$ cat config.mk
export PLATFORM = sky130hd
export DESIGN_NAME = mf3x3_wcell
export DESIGN_NICKNAME = d
export VERILOG_FILES = /design/src/rtl/mf3x3_wcell.sv
export SDC_FILE = /design/constraint.sdc
export NUM_CORES = 1
export LEC_CHECK = 0
export ABC_AREA = 1
export ABC_CLOCK_PERIOD_IN_PS = 7700
export BUFFER_PORTS_ARGS = -buffer_cell sky130_fd_sc_hd__buf_2
export CAP_MARGIN = 20
export CORE_MARGIN = 2
export CORE_UTILIZATION = 30
export DETAILED_ROUTE_END_ITERATION = 8
export GPL_TIMING_DRIVEN = 1
export PLACE_DENSITY_LB_ADDON = 0.12
export SYNTH_ARGS = -nofsm -noshare
export SYNTH_HDL_FRONTEND = slang
export SYNTH_SLANG_ARGS = --single-unit
$ cat constraint.sdc
create_clock -name clk -period 7.7 [get_ports clk]
set_input_delay 1.54 -clock clk [delete_from_list [all_inputs] [get_ports clk]]
set_output_delay 1.54 -clock clk [all_outputs]
set_load 0.005 [all_outputs]
$ cat src/rtl/mf3x3_wcell.sv
`timescale 1ns / 1ps
`default_nettype none
// Window cell: holds one three-pixel column, passes it on, and sorts it.
module mf3x3_wcell #(
	parameter int PIXEL_BITS = 8
) (
	input  logic                  clk,
	input  logic                  shift,
	input  logic [PIXEL_BITS-1:0] col_in [3],
	output logic [PIXEL_BITS-1:0] col_out [3],
	output logic [PIXEL_BITS-1:0] lo,
	output logic [PIXEL_BITS-1:0] md,
	output logic [PIXEL_BITS-1:0] hi
);
	logic [PIXEL_BITS-1:0] col_q [3];
	logic [PIXEL_BITS-1:0] l1, h1, l2;

	// Take the neighbor's column on a shift
	always_ff @(posedge clk) begin
		if (shift) begin
			col_q <= col_in;
		end
	end

	assign col_out = col_q;

	// Sort the column with three compare-exchange steps
	always_comb begin
		l1 = (col_q[0] < col_q[1]) ? col_q[0] : col_q[1];
		h1 = (col_q[0] < col_q[1]) ? col_q[1] : col_q[0];
		l2 = (h1 < col_q[2]) ? h1 : col_q[2];
		hi = (h1 < col_q[2]) ? col_q[2] : h1;
		lo = (l1 < l2) ? l1 : l2;
		md = (l1 < l2) ? l2 : l1;
	end
endmodule
`default_nettype wire

==> run_results.csv <==
group,metric,value,unit
clock_tree,cts_resized,0,
clock_tree,cts.sinks,24,
logic_synthesis,synthesis.nets,293,
logic_synthesis,yosysWarnings,0,
timing,finalSetupTns,0,ns
job,maxCapViolations,0,
timing,fin_ws,1.14,ns
global_routing,top_usage_layer,"met1",
drt,via_per_inst,4.55,
drt,routed_wl,4310,µm
logic_synthesis,yosysTopAreaCell,"edfxtp_1",
drt,dr_total_vias,1771,
finish,drive_above_1_share,26.4,%
die,start_util,31.3,%
logic_synthesis,synth-edff-count,24,
clock_tree,numCtsBuffers,3,
die,die_y,82.9,µm
logic_synthesis,async_reset_ff_share,0,%
finish,area_delta_synth_final,24.5,%
min_path,hold_path.class,"in -> reg",
place,gp_congestion,0.779,
timing,slew_headroom,53.5,%
global_routing,grt_use_total,12.4,%
clock_tree,cts_max_level,1,
logic_synthesis,synth_cells,246,
critical_path,crit_slowest_cell,"nand2_1",
finish,final.fill_count,651,
global_routing,grt-ovfl-total,0,
power_and_ir_drop,comb_power_share,63.1,%
global_routing,grt_max_degree,32,
place,pre_cts_slack,1.41,ns
critical_path,arrival,5.02,ns
power_and_ir_drop,p_seq_share,25.5,%
finish,final_cells,389,
critical_path,critPathMaxFanout,31,
place,hpwl,3550,µm
finish,insertedDiodeCount,0,
clock_tree,cts-root-buf,"clkbuf_8",
place,dp.cells,386,
timing,holdWs,1.44,ns
global_routing,antenna_found_initial,0,
global_routing,grt_pass1_vias,1549,
place,place_area,2280,µm²
critical_path,critical_path_required,6.16,ns
power_and_ir_drop,power_per_cell_area,275,nW/µm²
timing,max_freq,0.152,GHz
global_routing,grt_pass1_wl,7130,µm
die,ioPinCount,74,
place,portBuffers,73,
critical_path,max_stage_delay,0.47,ns
finish,layout.nets,363,
logic_synthesis,ys_ff_latch,24,
power_and_ir_drop,ir_worst_vdd,0.149,mV
logic_synthesis,synthTopCellsByCount,"nand2_1 (81), inv_1 (33), edfxtp_1 (24)",
logic_synthesis,synth_top_area_share,38.6,%
drt,dr.pass1.iters,5,
critical_path,timing.critical_path.buf_inv,4,
logic_synthesis,yosys-top-cells-area,"edfxtp_1 (39%), nand2_1 (16%), ha_1 (14%)",
clock_tree,cts_tree,"done",
critical_path,cpLargestDelayFamily,"compound AO/OA/AOI/OAI gates",
timing,hold_viol,0,
power_and_ir_drop,total_leakage_power,1.25,nW
power_and_ir_drop,p_int,0.357,mW
die,rows,28,
logic_synthesis,yosysSeqAreaShare,38.6,%
die,die_area,6870,µm²
clock_tree,clk_path_buf_depth,2,
logic_synthesis,synth_cell_types,18,
die,die_x,82.9,µm
logic_synthesis,synth_flop_cell,"edfxtp_1",
clock_tree,cts_hold_buf,0,
logic_synthesis,avgSynthCellArea,7.59,µm²
die,core,5960,µm²
critical_path,cp-end-kind,"output pin",
timing,min_period_over_period,85.2,%
power_and_ir_drop,p_switching,0.282,mW
timing,finalCriticalPeriod,6.56,ns
critical_path,critPathLaunchType,"register",
clock_tree,clk_pin_slew,0.08,ns
timing,drv_slew,0,
global_routing,use_met3,2.88,%
finish,final_cell_area,2320,µm²
logic_synthesis,yosysMostFrequentCell,"nand2_1",
drt,route.detailed.drc,0,
critical_path,crit_chain,"ha_1 > a21oi_1 > o21a_1 > nand2_2 > o21ai_0 > ha_1 > a21oi_1 > nor2_1 > a211oi_1 > nand2_1 > inv_1 > nand2_1 > o21ai_0 > inv_1 > ha_1 > a21oi_1 > nor2_1 > a211oi_2 > buf_4 > nand2_4 > nand2_1 > nand2_1 > buf_2",
critical_path,critPathKind,"reg -> out",
power_and_ir_drop,netSwitchingFraction,44.2,%
timing,rsz0062_at_grt,"no",
drt,ant_nets,0,
status,outcome,"finished, final reports clean",
power_and_ir_drop,clockPowerShare,11.5,%
finish,largest_reg_flops,24,
clock_tree,cts_setup_buffers,0,
timing,finalSetupViolations,0,
logic_synthesis,synth_area,1870,µm²
critical_path,crit_top_cell,"nand2_1",
drt,post_drt_wl_per_cell,11.1,µm
timing,worst_pin_slew,0.696,ns
drt,drtIter0Drc,69,
global_routing,use_met2,18.2,%
global_routing,met1_usage,18.2,%
==> kinds of logic (layout without fill, tap and decap cells) <==
kind of cell | count (synthesis) | after routing | share of synthesized area, %
compound gates | 40 | 40 | 11.4
fa+ha+maj | 21 | 21 | 14.1
buf+inv | 42 | 110 | 9.32
flops | 24 | 24 | 38.6
simple gates | 119 | 119 | 26.6
==> stage by stage <==
step | util [%] | total power [mW]
floorplan | - | 0.439
global placement | 38.3 | 0.566
detailed placement | 38.3 | 0.573
CTS | 39.0 | 0.648
global route | 39.0 | 0.707
finish | 39.0 | 0.639
==> final timing paths <==
check	endpoint	start	cells after the start	slack, ns
worst min-delay path	col_out[10]$_DFFE_PP_	col_in[10]	1	1.44
worst max-delay path	lo[1]	col_out[23]$_DFFE_PP_	23	1.14
==> power groups by stage <==
stage / registers [mW] / clock network (mW) / logic [mW]
global route: 0.165 / 0.0795 / 0.463
floorplan: 0.166 / 0 / 0.273
CTS: 0.163 / 0.0770 / 0.408
finish: 0.163 / 0.0733 / 0.403
global placement: 0.166 / 0 / 0.400
detailed placement: 0.166 / 0 / 0.407
==> routing by layer <==
| layer | part of all wire, % | routed length, µm |
|---|---|---|
| met1 | 49 | 2110 |
| met2 | 43 | 1840 |
| met3 | 7.0 | 302 |
| met4 | 1.1 | 49 |
| met5 | 0 | 0 |
==> cells in the final DEF (no fill, tap or decap), types with 12 or more instances in the layout <==
| master | n |
|---|---|
| nand2_1 | 81 |
| buf_2 | 73 |
| inv_1 | 33 |
| edfxtp_1 | 24 |
| o21ai_0 | 23 |
| ha_1 | 21 |
| nand3_1 | 20 |
| a21oi_1 | 14 |
| nor2_1 | 12 |
==> cell type report <==
class                      count  area, µm²  area share, %
sequential                    24        721           31.0
timing repair buffer          74        373           16.0
inverter                      33        124           5.33
clock buffer                   3       41.3           1.78
tap                           75       93.8           4.04
multi-input combinational    180        972           41.8
(Power assumes the default switching activity.)
