### src/rtl/mf3x3_pkg.sv
`timescale 1ns / 1ps
`default_nettype none
// Shared types and constants of the 3x3 median filter.
package mf3x3_pkg;

	// Configuration register file
	localparam int PADDR_BITS      = 3;
	localparam int REG_INDEX_LSB   = 2;
	localparam int WIDTH_REG_BITS  = 11;
	localparam int HEIGHT_REG_BITS = 13;

	localparam logic REG_IMAGE_WIDTH  = 1'b0;
	localparam logic REG_IMAGE_HEIGHT = 1'b1;

	localparam logic [WIDTH_REG_BITS-1:0]  WIDTH_RESET  = 11'd640;
	localparam logic [HEIGHT_REG_BITS-1:0] HEIGHT_RESET = 13'd480;

	// Frame size limits
	localparam int MIN_SIZE     = 3;
	localparam int HEIGHT_LIMIT = 4096;
	localparam int ROW_BITS     = 13;

	// Control bits that travel with a window through the median stages
	typedef struct packed {
		logic valid;
		logic zero;
		logic last;
	} ctrl_t;

endpackage
`default_nettype wire

### src/rtl/mf3x3_median.sv
`timescale 1ns / 1ps
`default_nettype none
// Median stages: reduce three sorted columns to the median of nine.
module mf3x3_median #(
	parameter int PIXEL_BITS = 8
) (
	input  logic                  clk,
	input  logic                  arst_n,
	input  logic                  en,
	input  mf3x3_pkg::ctrl_t      ctrl_in,
	input  logic [PIXEL_BITS-1:0] lo_col [3],
	input  logic [PIXEL_BITS-1:0] md_col [3],
	input  logic [PIXEL_BITS-1:0] hi_col [3],
	output mf3x3_pkg::ctrl_t      ctrl_out,
	output logic [PIXEL_BITS-1:0] median
);
	mf3x3_pkg::ctrl_t      ctrl_s3, ctrl_s4, ctrl_s5;
	logic [PIXEL_BITS-1:0] lo_s3 [3];
	logic [PIXEL_BITS-1:0] md_s3 [3];
	logic [PIXEL_BITS-1:0] hi_s3 [3];
	logic [PIXEL_BITS-1:0] max_lo_s4, med_md_s4, min_hi_s4;
	logic [PIXEL_BITS-1:0] med_s5;

	function automatic logic [PIXEL_BITS-1:0] f_min(
		input logic [PIXEL_BITS-1:0] a,
		input logic [PIXEL_BITS-1:0] b
	);
		return (a < b) ? a : b;
	endfunction

	function automatic logic [PIXEL_BITS-1:0] f_max(
		input logic [PIXEL_BITS-1:0] a,
		input logic [PIXEL_BITS-1:0] b
	);
		return (a < b) ? b : a;
	endfunction

	function automatic logic [PIXEL_BITS-1:0] f_med3(
		input logic [PIXEL_BITS-1:0] a,
		input logic [PIXEL_BITS-1:0] b,
		input logic [PIXEL_BITS-1:0] c
	);
		return f_max(f_min(a, b), f_min(f_max(a, b), c));
	endfunction

	// Advance the control bits with the data
	always_ff @(posedge clk or negedge arst_n) begin
		if (!arst_n) begin
			ctrl_s3 <= '0;
			ctrl_s4 <= '0;
			ctrl_s5 <= '0;
		end else if (en) begin
			ctrl_s3 <= ctrl_in;
			ctrl_s4 <= ctrl_s3;
			ctrl_s5 <= ctrl_s4;
		end
	end

	// Capture sorted columns, then max of lows, median of mids, min of highs, then median
	always_ff @(posedge clk) begin
		if (en) begin
			lo_s3     <= lo_col;
			md_s3     <= md_col;
			hi_s3     <= hi_col;
			max_lo_s4 <= f_max(f_max(lo_s3[0], lo_s3[1]), lo_s3[2]);
			med_md_s4 <= f_med3(md_s3[0], md_s3[1], md_s3[2]);
			min_hi_s4 <= f_min(f_min(hi_s3[0], hi_s3[1]), hi_s3[2]);
			med_s5    <= f_med3(max_lo_s4, med_md_s4, min_hi_s4);
		end
	end

	assign ctrl_out = ctrl_s5;
	assign median   = med_s5;
endmodule
`default_nettype wire
### config.mk
export PLATFORM = sky130hd
export DESIGN_NAME = mf3x3_median
export DESIGN_NICKNAME = d
export VERILOG_FILES = /design/src/rtl/mf3x3_pkg.sv /design/src/rtl/mf3x3_median.sv
export SDC_FILE = /design/constraint.sdc
export NUM_CORES = 1
export LEC_CHECK = 0
export BUFFER_PORTS_ARGS = -buffer_cell sky130_fd_sc_hd__buf_2
export CAP_MARGIN = 20
export CORE_ASPECT_RATIO = 1.1
export CORE_MARGIN = 2
export CORE_UTILIZATION = 58
export CTS_CLUSTER_DIAMETER = 150
export DETAILED_ROUTE_END_ITERATION = 10
export PLACE_DENSITY = 0.8
export SLEW_MARGIN = 15
export SYNTH_ARGS = -nofsm -noshare
export SYNTH_HDL_FRONTEND = slang
export SYNTH_SLANG_ARGS = --single-unit
### constraint.sdc
create_clock -name clk -period 6.1 [get_ports clk]
set_clock_uncertainty 0.05 [all_clocks]
set_input_delay 0.305 -clock clk [delete_from_list [all_inputs] [get_ports clk]]
set_output_delay 0.305 -clock clk [all_outputs]
set_load 0.005 [all_outputs]
==> impl_metrics.env, run 1 <==
export IMPL_synthToLayoutAreaGrowth_pct=18.85
export IMPL_min_path_type="in2reg"
export IMPL_grt_max_degree=63
export IMPL_period_share=0.9220
export IMPL_setup_viol=0
export IMPL_cts_num_sinks=113
export IMPL_htreeDepth=4
export IMPL_dieHeight_um=114.9
export IMPL_drtPass1Iterations=4
export IMPL_cts_buffer_depth=2
export IMPL_routed_wl_um=12820
export IMPL_cts_buffers=17
export IMPL_switchingPower_uw=1106
export IMPL_p_leak_uw=0.003491
export IMPL_syn_cell_area_um2=6490
export IMPL_switching_share=0.3317
export IMPL_r2r_slack_ps=480
export IMPL_drc=0
export IMPL_gr_total_overflow=0
export IMPL_place_area_um2=7088
export IMPL_antenna_found_initial=0
export IMPL_outcome="finished clean"
export IMPL_die_width_um=104.9
export IMPL_tightestPinTransition_ps=869.3
export IMPL_yosys_register_bits=113
export IMPL_ant_nets=0
export IMPL_min_delay_path_depth=1
export IMPL_cts_tree="built"
export IMPL_r2r_end="median[0]"
export IMPL_yosysSeqAreaShare=0.5159
export IMPL_drv_cap=0
export IMPL_vdd_drop_max_mv=0.2154
export IMPL_p_per_area_nw_per_um2=432.2
export IMPL_slew_headroom=0.4055
export IMPL_synthArstFlopShare=0.07965
export IMPL_wire_per_inst_um=16.00
export IMPL_drt_iter0_markers=267
export IMPL_fmaxAchievable_mhz=177.8
export IMPL_clkPwrFrac=0.288
export IMPL_min_to="hi_s3[17]"
export IMPL_yosys_warnings=0
export IMPL_internal_power_uw=2228
export IMPL_grt_use_total=0.2213
export IMPL_netlist_instances=538
export IMPL_drive_gt1_frac=0.2706
export IMPL_hpwl_um=9205
export IMPL_power_frac_seq=0.325
export IMPL_grt_setup_unrepaired="false"
export IMPL_slew_viol_final=0
export IMPL_grt_pass1_vias=4748
export IMPL_cp_required_ps=6200
export IMPL_start_kind="flop"
export IMPL_synth_edf_count=104
export IMPL_syn_area_per_cell_um2=12.06
export IMPL_synth_flop_cell="edfxtp_1"
export IMPL_rows=40
export IMPL_portBuffers=88
export IMPL_timing_rr_start="max_lo_s4[5]"
export IMPL_gp_congestion=0.8848
export IMPL_critPathKind="reg2reg"
export IMPL_num_antenna_cells=0
export IMPL_vias=4484
export IMPL_critPathMaxFanout=19
export IMPL_clock_latency_ps=400
export IMPL_ys_types=48
export IMPL_initial_core_util=0.5948
export IMPL_nNetsFinal=789
export IMPL_utilization=0.7070
export IMPL_via_per_inst=5.598
export IMPL_io_pins=89
export IMPL_comb_power_share=0.387
export IMPL_hold_viol=0
export IMPL_final_area_um2=7714
export IMPL_clk_pin_slew_worst_paths_ps=60
export IMPL_hold_start="hi_col[17]"
export IMPL_dieArea_um2=12050
export IMPL_worstRegToRegCells=20
export IMPL_worst_setup_path_end_kind="flop"
export IMPL_fin_crit_ps=5624
export IMPL_crit_arrival_ps=5720
export IMPL_setup_tns_ps=0
export IMPL_core_area_um2=10910
export IMPL_synth_fp_nets=686
export IMPL_cts_root_buffer="clkbuf_16"
export IMPL_grt_pass1_wl_um=21000
## cells by family after synthesis
group | share of synthesized area
fa+ha+maj | 0.1350
compound gates | 0.1103
buf+inv | 0.05128
mux | 0.1170
flops | 0.5159
simple gates | 0.07056
## worst max-delay path: stages, from the launching register on
cell and delay (ps):
edfxtp_1 450, ha_1 360, a211oi_1 240, nor2_1 100, a211o_1 430, nand2_1 130, o21ai_0 150, ha_1 360
a21oi_1 80, o21ai_0 410, a21oi_1 100, o21ai_1 340, mux2i_1 380, ha_1 310, a21o_1 160, a21oi_1 140
o22ai_1 100, nor2_1 310, and4_1 330, a22oi_4 140, o221a_1 300
## worst max path at each step
stage / slack [ps] / endpoint / cells past startpoint / startpoint
2_1_floorplan: 1010 / median[6] / 24 / max_lo_s4[1]
3_3_place_gp: 580 / med_md_s4[0] / 20 / md_s3[21]
3_5_place_dp: 300 / med_md_s4[0] / 17 / md_s3[17]
4_1_cts: 240 / med_md_s4[0] / 18 / md_s3[9]
5_1_grt: 150 / median[0] / 20 / max_lo_s4[5]
6_report: 480 / median[0] / 20 / max_lo_s4[5]
## state kept, by name, indices dropped and copies added (netlist names)
| signal | flops |
|---|---|
| ctrl_out | 3 |
| ctrl_s3 | 3 |
| ctrl_s4 | 3 |
| hi_s3 | 24 |
| lo_s3 | 24 |
| max_lo_s4 | 8 |
| md_s3 | 24 |
| med_md_s4 | 8 |
| median | 8 |
| min_hi_s4 | 8 |
## final cells by class
cell class | count | area (µm²)
Multi-Input combinational cell | 342 | 2826
Clock buffer | 29 | 583.1
Clock inverter | 3 | 15.01
Timing Repair Buffer | 92 | 475.5
Fill cell | 798 | 3197
Inverter | 75 | 281.5
Tap cell | 147 | 183.9
Sequential cell | 113 | 3348
## power groups by stage
stage / registers (µW) / clock network [µW] / logic (µW)
after global routing: 1100 / 1010 / 1450
after floorplan: 1080 / 0 / 978
after global placement: 1090 / 0 / 1200
after detailed placement: 1100 / 0 / 1260
after CTS: 1080 / 971 / 1280
final: 1080 / 961 / 1290
## per-layer routing
layer	GRT usage	vias up	part of all wire
li1	-	2201	-
met1	0.2429	2120	0.40
met2	0.4126	129	0.54
met3	0.04422	34	0.038
met4	0.1049	0	0.031
met5	0	-	0
## metrics by stage
stage / hold slack [ps] / total power [µW] / cells / worst slack (ps)
after floorplan: -40.59 / 2060 / 538 / 1010
after global placement: 104.0 / 2296 / 767 / 577.1
after detailed placement: 115.3 / 2352 / 767 / 298.6
after CTS: 15.48 / 3334 / 800 / 243.1
after global routing: 12.81 / 3555 / 801 / 146.2
final: 23.88 / 3334 / 801 / 475.8
## synth_stat cells (2+ instances only)
cell type	n	area [µm²]
a2111oi_0	4	35.03
inv_1	75	281.5
o211ai_1	2	15.01
a21oi_1	31	155.2
o22ai_1	2	12.51
edfxtp_1	104	3123
nand2_1	37	138.9
and4_1	3	26.28
o21ai_0	35	175.2
ha_1	70	875.8
o21ai_1	6	30.03
nor3b_1	2	15.01
buf_4	2	15.01
buf_2	2	10.01
nand2b_1	9	56.30
nand4_1	7	43.79
mux2_2	47	529.3
and4b_1	2	20.02
nor2_1	16	60.06
a2111o_1	2	22.52
nor2b_1	3	18.77
mux2i_1	23	230.2
a211oi_1	5	37.54
clkbuf_1	4	15.01
nand3_1	3	15.01
dfrtp_1	9	225.2
a31oi_1	2	12.51
a21o_1	11	82.58
## what timing repair did
item / in CTS / in global routing
gates resized for setup: 0 / 1
endpoints found under the hold margin: 9 / 0
hold buffers: 1 / 0
setup endpoints to repair: 0 / 8
buffers inserted: 0 / 0
## cells in the final DEF, fill, tap and decap left out, drive strengths merged, types with 2 or more instances in the layout
cell type  count
nand3          4
nand2b         9
mux2i         23
ha            70
mux2          47
a2111o         2
nor2          16
o21ai         42
inv           75
o211ai         3
a21o          11
a21oi         33
nor3b          3
nand2         37
clkinv         3
nand4          7
and4b          2
a31oi          2
a2111oi        4
o22ai          2
buf           91
edfxtp       104
nor2b          3
a211oi         5
clkbuf        29
dfrtp          9
and4           3
Note: power is estimated with default switching activity, not from simulation.
==> run 2, diff against run 1 <==
HOLD_SLACK_MARGIN = 0.06   (was unset)
==> run 2 against run 1 <==
Net effect: critical path depth decreased by 1; core utilization increased by 6.6 points; clock-buffer cell count unchanged; global-route usage increased by 4.1 points; clock power increased by 0.9%; first-iteration DRC count increased by 19%; wire length increased by 19%; sequential power about the same; largest cell class unchanged; highest routed layer unchanged.
==> impl_metrics.env, run 2 (synthesized netlist as in run 1, its figures left out) <==
export IMPL_fin_cells=873
export IMPL_die_width_um=104.9
export IMPL_grt_setup_unrepaired="false"
export IMPL_cts_buffers=17
export IMPL_worst_setup_path_end_kind="flop"
export IMPL_p_leak_uw=0.003792
export IMPL_synthToLayoutAreaGrowth_pct=29.96
export IMPL_place_inst=767
export IMPL_ant_nets=0
export IMPL_initial_core_util=0.5948
export IMPL_max_stage_delay_ps=480
export IMPL_num_antenna_cells=0
export IMPL_routed_wl_um=15200
export IMPL_portBuffers=88
export IMPL_regArea_um2=3348
export IMPL_fin_crit_ps=5710
export IMPL_cp_common_cell="a21oi_1"
export IMPL_rows=40
export IMPL_fmaxAchievable_mhz=175.1
export IMPL_cts_buffer_depth=2
export IMPL_slew_headroom=0.3681
export IMPL_start_kind="flop"
export IMPL_outcome="finished clean"
export IMPL_drive_gt1_frac=0.2438
export IMPL_cts_tree="built"
export IMPL_gr_total_overflow=0
export IMPL_whs_ps=90.23
export IMPL_cp_required_ps=6200
export IMPL_hold_viol=0
export IMPL_dieArea_um2=12050
export IMPL_grt_max_degree=63
export IMPL_grt_use_total=0.2625
export IMPL_critPathMaxFanout=19
export IMPL_mostFrequentLayoutCells="edfxtp_1, buf_2, inv_1, dlygate4sd3_1, ha_1"
export IMPL_drt_iter0_markers=317
export IMPL_slew_viol_final=0
export IMPL_setup_viol=0
export IMPL_crit_chain="nand2b_1 > a2111o_1 > a211o_1 > nand2_1 > o21ai_0 > ha_1 > a21oi_1 > o21ai_0 > a21oi_1 > o21ai_1 > mux2i_1 > ha_1 > a21o_1 > a21oi_1 > o22ai_1 > nor2_1 > and4_1 > a22oi_4 > o221a_1"
export IMPL_vias=4883
export IMPL_p_per_area_nw_per_um2=404.1
export IMPL_drv_cap=0
export IMPL_period_share=0.9361
export IMPL_cp_top_family="compound AO/OA/AOI/OAI gates"
export IMPL_setup_tns_ps=0
export IMPL_min_path_type="in2reg"
export IMPL_grt_pass1_wl_um=24560
export IMPL_vdd_drop_max_mv=0.2151
export IMPL_crit_arrival_ps=5810
export IMPL_hpwl_um=9205
export IMPL_io_pins=89
export IMPL_grt_pass1_vias=5300
export IMPL_via_per_inst=5.593
export IMPL_wire_per_inst_um=17.41
export IMPL_crit_buf_inv=0
export IMPL_critPathSlowestCell="edfxtp_1"
export IMPL_clk_pin_slew_worst_paths_ps=50
export IMPL_nNetsFinal=861
export IMPL_final_common_cell="edfxtp_1"
export IMPL_utilization=0.7731
export IMPL_gp_congestion=0.8848
export IMPL_core_area_um2=10910
export IMPL_tightestPinTransition_ps=923.9
export IMPL_reg_largest_list="hi_s3 x24, lo_s3 x24, md_s3 x24"
export IMPL_clock_latency_ps=400
export IMPL_nFillCells=695
export IMPL_antenna_found_initial=0
export IMPL_cts_root_buffer="clkbuf_16"
export IMPL_drtPass1Iterations=5
export IMPL_htreeDepth=4
export IMPL_cts_num_sinks=113
export IMPL_multiInputGateArea_um2=2826
export IMPL_dieHeight_um=114.9
export IMPL_drc=0
export IMPL_critPathKind="reg2reg"
## run 2: cell types whose count changed in the layout (fill, tap and decap cells not counted), sizes merged
cell / previous run / this run
dlygate4sd3: 1 / 73
## run 2: what timing repair did
action / in CTS / in global routing
hold buffers: 73 / 0
hold endpoints to repair: 81 / 0
gates resized for setup: 0 / 1
setup endpoints to repair: 0 / 8
setup buffers: 0 / 0
## run 2: power by group
group          total (µW)  internal, µW  switching [µW]
Clock                 970           642             327
Combinational        1350           593             759
Sequential           1090          1030            60.3
Total                3410          2260            1150
## run 2: worst paths after layout
| path | end | cells after the start | start | slack, ps |
|---|---|---|---|---|
| worst max-delay path | median[0] | 19 | max_lo_s4[0] | 390 |
| worst min-delay path | ctrl_s3[1] | 2 | ctrl_in[1] | 90 |
| worst max register to register | median[0] | 19 | max_lo_s4[0] | 390 |
| worst min register to register | ctrl_out[0] | 1 | ctrl_s4[0] | 450 |
| max in group asynchronous | ctrl_out[2] | 2 | arst_n | 5580 |
| min in group asynchronous | ctrl_s3[1] | 2 | arst_n | 240 |
## run 2: cell type report
type / count / area share
Clock inverter: 3 / 0.001780
Timing Repair Buffer: 164 / 0.1418
Multi-Input combinational cell: 342 / 0.3351
Inverter: 75 / 0.03338
Sequential cell: 113 / 0.3970
Tap cell: 147 / 0.02181
Clock buffer: 29 / 0.06913
## run 2: routing by layer
layer  track usage  vias up  share of wire
li1              -     2346              -
met1        0.2684     2298           0.37
met2        0.5052      186           0.55
met3       0.05102       53          0.043
met4        0.1404        0          0.037
met5             0        -              0
## run 2: through the flow
step                area (µm²)  setup slack, ps  total power [µW]
detailed placement        7088            298.6              2352
floorplan                 6490             1010              2060
global placement          7088            577.1              2296
finish                    8434            390.0              3408
global route              8434            117.9              3621
CTS                       8417            243.1              3369
==> run 3, diff against run 2 <==
==> constraint.sdc (replaced) <==
create_clock -name clk -period 6.1 [get_ports clk]
set_clock_uncertainty 0.05 [all_clocks]
set_input_delay 1.22 -clock clk [delete_from_list [all_inputs] [get_ports clk]]
set_output_delay 1.22 -clock clk [all_outputs]
set_load 0.05 [all_outputs]
==> run 3 against run 2 <==
Net effect: die area unchanged; register-to-register slack about the same; global-route usage decreased by 3.8 points; maximum frequency increased by 0.13%; core utilization decreased by 6.1 points; first-iteration DRC count decreased by 40%; sequential power about the same; critical path depth decreased by 1; sequential share of layout area increased by 3.4 points; flip-flop and latch count unchanged; critical path type unchanged; cell count decreased by 8.4%; clock-buffer cell count decreased by 8.
==> impl_metrics.env, run 3 (synthesized netlist as in run 1, its figures left out) <==
export IMPL_drive_gt1_frac=0.2726
export IMPL_crit_chain="ha_1 > a21oi_1 > o21ai_0 > a21oi_4 > mux2_2 > ha_1 > o21ai_0 > a21oi_1 > nand2_1 > o211ai_2 > mux2i_1 > ha_1 > a21o_1 > a21oi_1 > o211ai_1 > a21oi_1 > o21ai_2 > a221o_1"
export IMPL_start_kind="flop"
export IMPL_fin_crit_ps=5702
export IMPL_cp_common_cell="a21oi_1"
export IMPL_cp_required_ps=6210
export IMPL_slew_viol_final=0
export IMPL_crit_arrival_ps=5820
export IMPL_post_cts_setup_buffer_count=0
export IMPL_grt_use_total=0.2247
export IMPL_vias=4438
export IMPL_place_area_um2=7088
export IMPL_cts_resized=0
export IMPL_whs_ps=451.2
export IMPL_dieArea_um2=12050
export IMPL_setup_viol=0
export IMPL_period_share=0.9348
export IMPL_ant_nets=0
export IMPL_worst_setup_path_end_kind="flop"
export IMPL_dieHeight_um=114.9
export IMPL_critPathSlowestCell="o211ai_2"
export IMPL_drt_iter0_markers=190
export IMPL_gp_congestion=0.8806
export IMPL_clk_pin_slew_worst_paths_ps=50
export IMPL_drtPass1Iterations=5
export IMPL_grt_max_degree=69
export IMPL_cts_root_buffer="clkbuf_16"
export IMPL_critPathMaxFanout=14
export IMPL_hpwl_um=9497
export IMPL_cts_buffer_depth=2
export IMPL_num_antenna_cells=0
export IMPL_synthToLayoutAreaGrowth_pct=19.78
export IMPL_clock_latency_ps=420
export IMPL_p_per_area_nw_per_um2=465.9
export IMPL_antenna_found_initial=0
export IMPL_final_common_cell="edfxtp_1"
export IMPL_cts_buffers=17
export IMPL_reg_largest_list="hi_s3 x24, lo_s3 x24, md_s3 x24"
export IMPL_final_area_um2=7774
export IMPL_utilization=0.7125
export IMPL_via_per_inst=5.548
export IMPL_mostFrequentLayoutCells="edfxtp_1, buf_2, inv_1, ha_1, mux2_2"
export IMPL_rows=40
export IMPL_initial_core_util=0.5948
export IMPL_cts_tree="built"
export IMPL_htreeDepth=4
export IMPL_io_pins=89
export IMPL_min_path_type="reg2reg"
export IMPL_hold_viol=0
export IMPL_portBuffers=88
export IMPL_fmaxAchievable_mhz=175.4
export IMPL_nNetsFinal=788
export IMPL_grt_pass1_wl_um=21000
export IMPL_vdd_drop_max_mv=0.3336
export IMPL_drc=0
export IMPL_die_width_um=104.9
export IMPL_total_power_uw=3622
export IMPL_cts_hold_buf=0
export IMPL_grt_pass1_vias=4610
export IMPL_max_stage_delay_ps=610
export IMPL_setup_tns_ps=0
export IMPL_drv_cap=0
export IMPL_wire_per_inst_um=16.03
export IMPL_tightestPinTransition_ps=845.8
export IMPL_cts_num_sinks=113
export IMPL_grt_setup_unrepaired="false"
export IMPL_core_area_um2=10910
export IMPL_routed_wl_um=12820
export IMPL_gr_total_overflow=0
export IMPL_slew_headroom=0.4362
export IMPL_cp_top_family="compound AO/OA/AOI/OAI gates"
export IMPL_outcome="finished clean"
export IMPL_critPathKind="reg2reg"
export IMPL_crit_buf_inv=0
export IMPL_p_leak_uw=0.003518
==> run 3: cell count changes in the layout (fill, tap and decap cells not counted), sizes merged <==
cell,change
bufinv,+6
clkbuf,-8
clkinv,+1
clkinvlp,+1
dlygate4sd3,-73
==> run 3: final timing paths <==
path | depth (start not counted) | endpoint | slack [ps] | start
max | 18 | med_md_s4[0] | 400 | md_s3[23]
min | 1 | ctrl_s3[1] | 450 | ctrl_s3[1]
max reg2reg | 18 | med_md_s4[0] | 400 | md_s3[23]
min reg2reg | 1 | ctrl_s3[1] | 450 | ctrl_s3[1]
max in group asynchronous | 1 | ctrl_s3[1] | 5240 | arst_n
min in group asynchronous | 1 | ctrl_out[2] | 590 | arst_n
==> run 3: routing by layer <==
layer / part of all wire / vias to the layer above / track usage / routed length, µm
li1: - / 2197 / - / -
met1: 0.40 / 2095 / 0.2472 / 5093
met2: 0.53 / 116 / 0.4035 / 6819
met3: 0.046 / 30 / 0.06406 / 590
met4: 0.025 / 0 / 0.1067 / 320
met5: 0 / - / 0 / 0
==> run 3: final cells by class <==
cell class / instances / area, µm²
sequential: 113 / 3348
multi-input combinational: 342 / 2818
timing repair buffer: 91 / 465.4
tap: 147 / 183.9
clock buffer: 21 / 470.5
fill: 809 / 3137
inverter: 75 / 281.5
clock inverter: 11 / 206.4
==> run 3: through the flow <==
stage               instances  worst slack [ps]
finish                    800             397.5
global route              800             11.73
CTS                       799             298.4
detailed placement        767             316.7
global placement          767             580.2
floorplan                 538              1010
==> run 3: where the power goes <==
part	total (µW)	internal [µW]	switching, µW
registers	1080	1030	57.4
logic	1410	562	851
clock network	1130	793	332
total	3620	2380	1240
